## config.mk

```make
export PLATFORM = sky130hd
export DESIGN_NAME = int64_to_radix_text
export DESIGN_NICKNAME = d
export VERILOG_FILES = /design/src/rtl/i2rt_pkg.sv /design/src/rtl/i2rt_cell.sv /design/src/rtl/int64_to_radix_text.sv
export VERILOG_INCLUDE_DIRS = /design/src /design/src/rtl
export SDC_FILE = /design/constraint.sdc
export NUM_CORES = 2
export LEC_CHECK = 0
export BUFFER_PORTS_ARGS = -buffer_cell sky130_fd_sc_hd__buf_2
export CAP_MARGIN = 25
export CELL_PAD_IN_SITES_DETAIL_PLACEMENT = 1
export CELL_PAD_IN_SITES_GLOBAL_PLACEMENT = 1
export CORE_ASPECT_RATIO = 1.4
export CORE_MARGIN = 2
export CORE_UTILIZATION = 50
export DETAILED_ROUTE_END_ITERATION = 12
export GPL_TIMING_DRIVEN = 0
export PLACE_DENSITY = 0.78
export SLEW_MARGIN = 20
export SYNTH_ARGS = -nofsm -noshare
export SYNTH_HDL_FRONTEND = slang
export SYNTH_HIERARCHICAL = 1
export SYNTH_SLANG_ARGS = --single-unit
```

## constraint.sdc

```tcl
create_clock -name i_clk -period 65 [get_ports i_clk]
set_clock_uncertainty 0.2 [all_clocks]
set_input_delay 13 -clock i_clk [delete_from_list [all_inputs] [get_ports i_clk]]
set_output_delay 13 -clock i_clk [all_outputs]
set_load 0.03 [all_outputs]
```

## src/rtl/int64_to_radix_text_defines.svh

```systemverilog
// assertion macros shared by the int64_to_radix_text rtl
`ifndef INT64_TO_RADIX_TEXT_DEFINES_SVH
`define INT64_TO_RADIX_TEXT_DEFINES_SVH

// same-cycle implication, disabled while reset is asserted
`define I2RT_ASSERT_IMPL(label, clk, rst_n, ante, cons) \
    label: assert property (@(posedge clk) disable iff (!(rst_n)) (ante) |-> (cons)) \
        else $error("i2rt assertion failed");

// next-cycle implication, disabled while reset is asserted
`define I2RT_ASSERT_NEXT(label, clk, rst_n, ante, cons) \
    label: assert property (@(posedge clk) disable iff (!(rst_n)) (ante) |=> (cons)) \
        else $error("i2rt assertion failed");

`endif

```

## src/rtl/i2rt_pkg.sv

```systemverilog
// types, constants and helpers shared by the int64_to_radix_text rtl
package i2rt_pkg;

    localparam int VALUE_W = 64;
    localparam int RADIX_W = 6;
    localparam int DIGIT_W = 6;
    localparam int CHAR_W  = 8;

    localparam logic [RADIX_W-1:0] RADIX_MIN = 6'd2;
    localparam logic [RADIX_W-1:0] RADIX_MAX = 6'd36;
    localparam logic [RADIX_W-1:0] RADIX_DEC = 6'd10;

    localparam logic [CHAR_W-1:0] ASCII_ZERO  = 8'h30;
    localparam logic [CHAR_W-1:0] ASCII_A     = 8'h61;
    localparam logic [CHAR_W-1:0] ASCII_MINUS = 8'h2d;

    // carry handed from one digit cell to the next, with its step enable
    typedef struct packed {
        logic en;
        logic carry;
    } t_link;

    // row-wide controls for the digit cells
    typedef struct packed {
        logic clear;
        logic shift;
    } t_cell_ctl;

    function automatic logic [CHAR_W-1:0] digit_char(input logic [DIGIT_W-1:0] d);
        logic [CHAR_W-1:0] dw;
        dw = {{(CHAR_W-DIGIT_W){1'b0}}, d};
        if (d < DIGIT_W'(RADIX_DEC)) begin
            return ASCII_ZERO + dw;
        end
        return ASCII_A + dw - {{(CHAR_W-RADIX_W){1'b0}}, RADIX_DEC};
    endfunction

endpackage

```

## src/rtl/i2rt_cell.sv

```systemverilog
// one digit cell: doubles its digit, adds the incoming carry, reduces by the radix, or clears or loads a digit
module i2rt_cell
    import i2rt_pkg::*;
(
    input  logic               i_clk,
    input  logic               i_rst_n,
    input  logic [RADIX_W-1:0] i_radix,
    input  t_cell_ctl          i_ctl,
    input  t_link              i_link,
    input  logic [DIGIT_W-1:0] i_shift_digit,
    output t_link              o_link,
    output logic [DIGIT_W-1:0] o_digit
);

    logic [DIGIT_W-1:0] r_digit, n_digit;
    t_link              r_link, n_link;
    logic [DIGIT_W:0]   w_sum;
    logic [DIGIT_W:0]   w_rad;
    logic               w_over;

    assign w_sum  = {r_digit, i_link.carry};
    assign w_rad  = {1'b0, i_radix};
    assign w_over = (w_sum >= w_rad);

    always_comb begin
        n_digit = r_digit;
        n_link  = '0;
        if (i_ctl.clear) begin
            n_digit = '0;
        end else if (i_ctl.shift) begin
            n_digit = i_shift_digit;
        end else if (i_link.en) begin
            n_digit      = w_over ? DIGIT_W'(w_sum - w_rad) : DIGIT_W'(w_sum);
            n_link.en    = 1'b1;
            n_link.carry = w_over;
        end
    end

    always_ff @(posedge i_clk) begin
        if (!i_rst_n) begin
            r_link <= '0;
        end else begin
            r_link <= n_link;
        end
    end

    always_ff @(posedge i_clk) begin
        r_digit <= n_digit;
    end

    assign o_link  = r_link;
    assign o_digit = r_digit;

endmodule

```

## src/rtl/int64_to_radix_text.sv

```systemverilog
// top level: signed integer to ascii text in radix 2..36 on a row of digit cells
//
// input channel: i_valid / o_stall carry i_value and i_radix; a transfer takes
// place on a clock edge with i_valid high and o_stall low. o_stall is high
// while an item is being converted or its text is still being produced.
// output channel: o_valid / i_stall carry o_character and o_last, one transfer
// per character, most significant digit first; o_last marks the final one.
// radix 10 with a negative value prints '-' and the magnitude; other radixes
// read the low VALUE_BITS bits as an unsigned pattern; radix is clamped to 2..36.
// conversion: the value bits enter cell 0 msb first, one per cycle, and each
// cell's carry reaches its upper neighbor in the cycle after. the row then
// shifts up one cell per cycle, skipping leading zeros and emitting digits,
// while the top digit is a skipped zero or the output register is free;
// a negative decimal value emits its sign first. a stall of the receiver
// holds the row only when a character is ready while the output register
// is still held.
// the last character sits in the output register while the next item is taken.
// reset (synchronous, active low) empties the output register and returns
// the controller to idle; digit cells are cleared on each accepted item.
module int64_to_radix_text
    import i2rt_pkg::*;
#(
    parameter int VALUE_BITS = 64
) (
    input  logic               i_clk,
    input  logic               i_rst_n,
    input  logic               i_valid,
    input  logic [VALUE_W-1:0] i_value,
    input  logic [RADIX_W-1:0] i_radix,
    output logic               o_stall,
    output logic               o_valid,
    output logic [CHAR_W-1:0]  o_character,
    output logic               o_last,
    input  logic               i_stall
);

`include "int64_to_radix_text_defines.svh"

    localparam int CNT_W = $clog2(2 * VALUE_BITS);
    localparam int REM_W = $clog2(VALUE_BITS + 1);

    localparam logic [1:0] ST_IDLE = 2'd0;
    localparam logic [1:0] ST_CONV = 2'd1;
    localparam logic [1:0] ST_EMIT = 2'd2;

    // control registers
    logic [1:0]            r_state, n_state;
    logic [CNT_W-1:0]      r_cnt, n_cnt;
    logic [REM_W-1:0]      r_rem, n_rem;
    logic                  r_sign, n_sign;
    logic                  r_started, n_started;
    logic                  r_out_valid, n_out_valid;

    // payload registers
    logic [VALUE_BITS-1:0] r_feed, n_feed;
    logic [RADIX_W-1:0]    r_radix, n_radix;
    logic [CHAR_W-1:0]     r_char, n_char;
    logic                  r_last, n_last;

    // input side decode
    logic                  w_in_xfer;
    logic [VALUE_BITS-1:0] w_val;
    logic [VALUE_BITS-1:0] w_neg;
    logic [RADIX_W-1:0]    w_radix_sat;
    logic                  w_is_neg;

    // cell row
    t_cell_ctl             w_ctl;
    t_link                 w_link  [VALUE_BITS+1];
    logic [DIGIT_W-1:0]    w_digit [VALUE_BITS];
    logic [DIGIT_W-1:0]    w_top;

    // emission decode
    logic                  w_out_free;
    logic                  w_skip;
    logic                  w_feed_en;

    assign w_in_xfer = i_valid && !o_stall;
    assign w_val     = i_value[VALUE_BITS-1:0];
    assign w_neg     = ~w_val + VALUE_BITS'(1);

    always_comb begin
        w_radix_sat = i_radix;
        if (i_radix < RADIX_MIN) begin
            w_radix_sat = RADIX_MIN;
        end else if (i_radix > RADIX_MAX) begin
            w_radix_sat = RADIX_MAX;
        end
    end

    assign w_is_neg   = (w_radix_sat == RADIX_DEC) && w_val[VALUE_BITS-1];
    assign w_feed_en  = (r_state == ST_CONV) && (r_cnt < CNT_W'(VALUE_BITS));
    assign w_top      = w_digit[VALUE_BITS-1];
    assign w_out_free = !r_out_valid || !i_stall;
    // leading zeros are dropped, but the units digit is always printed
    assign w_skip     = !r_started && (w_top == '0) && (r_rem != REM_W'(1));

    // cell 0 takes the value msb first
    assign w_link[0].en    = w_feed_en;
    assign w_link[0].carry = r_feed[VALUE_BITS-1];

    always_comb begin
        w_ctl.clear = w_in_xfer;
        w_ctl.shift = (r_state == ST_EMIT) && !r_sign && (w_skip || w_out_free);
    end

    for (genvar g = 0; g < VALUE_BITS; g++) begin : g_cell
        logic [DIGIT_W-1:0] w_below;
        if (g == 0) begin : g_first
            assign w_below = '0;
        end else begin : g_rest
            assign w_below = w_digit[g-1];
        end
        i2rt_cell u_cell (
            .i_clk         (i_clk),
            .i_rst_n       (i_rst_n),
            .i_radix       (r_radix),
            .i_ctl         (w_ctl),
            .i_link        (w_link[g]),
            .i_shift_digit (w_below),
            .o_link        (w_link[g+1]),
            .o_digit       (w_digit[g])
        );
    end

    always_comb begin
        n_state     = r_state;
        n_cnt       = r_cnt;
        n_rem       = r_rem;
        n_sign      = r_sign;
        n_started   = r_started;
        n_feed      = r_feed;
        n_radix     = r_radix;
        n_char      = r_char;
        n_last      = r_last;
        n_out_valid = r_out_valid;

        // the receiver takes the held character
        if (r_out_valid && !i_stall) begin
            n_out_valid = 1'b0;
        end

        case (r_state)
            ST_IDLE: begin
                if (w_in_xfer) begin
                    n_state   = ST_CONV;
                    n_cnt     = '0;
                    n_rem     = REM_W'(VALUE_BITS);
                    n_sign    = w_is_neg;
                    n_started = 1'b0;
                    n_feed    = w_is_neg ? w_neg : w_val;
                    n_radix   = w_radix_sat;
                end
            end
            ST_CONV: begin
                n_feed = {r_feed[VALUE_BITS-2:0], 1'b0};
                n_cnt  = r_cnt + CNT_W'(1);
                // last step reaches the top cell on this cycle
                if (r_cnt == CNT_W'(2 * VALUE_BITS - 2)) begin
                    n_state = ST_EMIT;
                end
            end
            ST_EMIT: begin
                if (r_sign) begin
                    if (w_out_free) begin
                        n_char      = ASCII_MINUS;
                        n_last      = 1'b0;
                        n_out_valid = 1'b1;
                        n_sign      = 1'b0;
                    end
                end else if (w_skip) begin
                    n_rem = r_rem - REM_W'(1);
                end else if (w_out_free) begin
                    n_char      = digit_char(w_top);
                    n_last      = (r_rem == REM_W'(1));
                    n_out_valid = 1'b1;
                    n_started   = 1'b1;
                    n_rem       = r_rem - REM_W'(1);
                    if (r_rem == REM_W'(1)) begin
                        n_state = ST_IDLE;
                    end
                end
            end
            default: begin
                n_state = ST_IDLE;
            end
        endcase
    end

    always_ff @(posedge i_clk) begin
        if (!i_rst_n) begin
            r_state     <= ST_IDLE;
            r_cnt       <= '0;
            r_rem       <= '0;
            r_sign      <= 1'b0;
            r_started   <= 1'b0;
            r_out_valid <= 1'b0;
        end else begin
            r_state     <= n_state;
            r_cnt       <= n_cnt;
            r_rem       <= n_rem;
            r_sign      <= n_sign;
            r_started   <= n_started;
            r_out_valid <= n_out_valid;
        end
    end

    always_ff @(posedge i_clk) begin
        r_feed  <= n_feed;
        r_radix <= n_radix;
        r_char  <= n_char;
        r_last  <= n_last;
    end

    assign o_stall     = (r_state != ST_IDLE);
    assign o_valid     = r_out_valid;
    assign o_character = r_char;
    assign o_last      = r_last;

    // the row is as long as radix 2 needs, so the top cell never carries out
    `I2RT_ASSERT_IMPL(a_no_overflow, i_clk, i_rst_n, w_link[VALUE_BITS].en,
        !w_link[VALUE_BITS].carry)
    // every digit leaving the row is a valid digit of the radix
    `I2RT_ASSERT_IMPL(a_digit_range, i_clk, i_rst_n, r_state == ST_EMIT,
        w_top < r_radix)
    // a sign is only pending for a decimal conversion
    `I2RT_ASSERT_IMPL(a_sign_dec, i_clk, i_rst_n, r_sign, r_radix == RADIX_DEC)
    // a final character always leaves the controller idle
    `I2RT_ASSERT_NEXT(a_last_idle, i_clk, i_rst_n,
        r_state == ST_EMIT && !r_sign && !w_skip && w_out_free && r_rem == REM_W'(1),
        r_state == ST_IDLE && r_out_valid && r_last)

endmodule
```

==> flow_metrics.py <==
metrics = {
    "job": {
        "max_cap_viol_count": 0,
    },
    "final_layout": {
        "nets": 6326,
        "drive_gt1_share_pct": 11.90,
        "n_antenna_cell": 0,
        "fillers": 11520,
        "syn2layout_area_growth_pct": 11.56,
    },
    "timing": {
        "slew_headroom_pct": 38.51,
        "setup_viol": 0,
        "hold_viol_final": 0,
        "drv_slew": 0,
        "rsz0062_at_grt": "no",
        "tns_ns": 0,
        "hold_slack_ns": 0.2955,
        "min_period_over_period_pct": 24.06,
        "fmax_ghz": 0.06395,
        "min_period_ns": 15.64,
        "worstMarginPinSlew_ns": 0.9147,
    },
    "grt": {
        "grt_util_all_layers_pct": 27.58,
        "overflow": 0,
        "antenna_found_initial": 0,
        "grt_pass1_vias": 46050,
        "grt_start_max_net_pins": 119,
        "grt_pass1_wl_um": 231200,
    },
    "die": {
        "dieWidth_um": 268.2,
        "coreArea_um2": 96790,
        "start_util_pct": 50.50,
        "die_h_um": 373.9,
        "io_pins": 85,
        "rows": 135,
        "dieArea_um2": 100300,
    },
    "setup_path": {
        "critical_path_class": "in -> reg",
        "crit_fanout": 118,
        "critPathSlowestCell": "or3b_2",
        "worstPathRequired_ns": 65.34,
        "cp-end-kind": "flop",
        "crit_arrival_ns": 15.98,
        "crit_chain": "buf_2 > or3b_2 > clkbuf_1 > inv_8 > buf_16 > buf_16 > or2_2 > clkbuf_1 > nor2_1 > and2_1",
        "critPathMaxStageDelay_ns": 0.48,
        "cp-start-kind": "primary input",
    },
    "route": {
        "wire_per_inst_um": 19.43,
        "wl_um": 138900,
        "drc": 0,
        "via_per_inst": 5.988,
        "drtIter0Drc": 1550,
        "ant_nets": 0,
        "vias": 42820,
        "first_pass_iters": 5,
    },
    "power": {
        "power_uw": 958.8,
        "p_per_area_nw_per_um2": 17.58,
        "peakVddDrop_mv": 0.02034,
        "power.leakage_nw": 22.15,
    },
    "cts": {
        "cts.clk_slew.worst_paths_ns": 0.06,
        "cts-root-buf": "clkbuf_16",
        "cts.sinks": 608,
        "ctsHoldBuffers": 0,
        "htree_levels": 3,
        "cts.path.max_buffers": 3,
        "cts_tree": "done",
        "ctsResizeCount": 0,
        "post_cts_buffers": 0,
        "clkLatencyLatePin_ns": 0.65,
        "cts-buffers-inserted": 71,
    },
    "status": {
        "outcome": "completed",
    },
    "synth": {
        "syn_inst": 5567,
        "ys_warn_count": 6,
        "netlist_area_um2": 48880,
        "avgSynthCellArea_um2": 8.780,
    },
    "placement": {
        "port_buffers": 84,
        "hpwl_um": 103500,
        "gp_congestion": 0.8448,
    },
    "hold_path": {
        "min-delay-path-class": "reg -> reg",
    },
}
## critical path: cells and delay by family
family	cells	cell delay, ns
simple gates	4	0.93
buf+inv	6	1.87
## state kept, by name, summed over array words and instances (netlist names)
register / cells
g_cell.u_cell/o_digit: 384
g_cell.u_cell/o_link: 126
o_character: 8
o_last: 1
o_valid: 1
r_cnt: 7
r_feed: 64
r_radix: 6
r_rem: 7
r_sign: 1
r_started: 1
r_state: 2
## path summary, 6_finish.rpt
| check | start | end | slack (ns) | depth (start not counted) |
|---|---|---|---|---|
| setup / recovery | i_valid | g_cell[37].u_cell/o_link[0] | 49.36 | 10 |
| hold / removal | r_started | r_started | 0.30 | 1 |
| setup reg to reg | g_cell[63].u_cell/o_digit[4] | g_cell[33].u_cell/o_link[0] | 61.17 | 15 |
| hold reg to reg | r_started | r_started | 0.30 | 1 |
## routing by layer
| layer | track usage, % | share of wire (%) | vias up |
|---|---|---|---|
| met1 | 30.61 | 41 | 21340 |
| met3 | 2.567 | 2.1 | 211 |
| met4 | 8.738 | 2.5 | 0 |
| li1 | - | - | 20840 |
| met2 | 53.99 | 55 | 430 |
| met5 | 0 | 0 | - |
## power breakdown
| group | switching, mW | total [mW] | internal, mW | leakage [nW] |
|---|---|---|---|---|
| registers | 0.00424 | 0.392 | 0.388 | 5.04 |
| clock network | 0.174 | 0.428 | 0.254 | 1.21 |
| logic | 0.0820 | 0.138 | 0.0565 | 15.9 |
## metrics by stage
stage,util [%],instance area (µm²),cells,worst slack [ns]
after floorplan,-,48900,5572,35.67
after global placement,52.64,50940,6957,19.18
after detailed placement,53.78,52050,7021,48.67
after CTS,56.34,54530,7151,49.36
after global routing,56.34,54530,7151,49.13
final,56.34,54530,7151,49.36
## layout by cell type (no fill, tap or decap), drive strengths merged, types with 40 or more instances in the layout
cell,n
a211oi,55
inv,584
clkbuf,232
nor2,228
and3,42
dfxtp,529
nor3b,412
a21boi,40
a41oi,40
buf,206
edfxtp,79
a31oi,112
a21o,92
o21ai,130
nor3,171
o22ai,321
a21oi,711
ha,395
fa,64
and2,47
nand3b,92
xor2,126
mux2i,258
mux2,64
nand3,115
xnor2,108
nand2b,44
nand4b,56
nor2b,42
nand2,153
## layout make-up
class | count | area [µm²] | area share (%)
Buffer | 185 | 1374 | 2.520
Clock buffer | 105 | 2192 | 4.020
Clock inverter | 25 | 282.8 | 0.5186
Inverter | 582 | 2192 | 4.020
Multi-Input combinational cell | 4197 | 32400 | 59.42
Sequential cell | 608 | 12960 | 23.77
Tap cell | 1301 | 1628 | 2.985
Timing Repair Buffer | 148 | 1496 | 2.744
No activity file was read; power rests on OpenSTA's default activity.
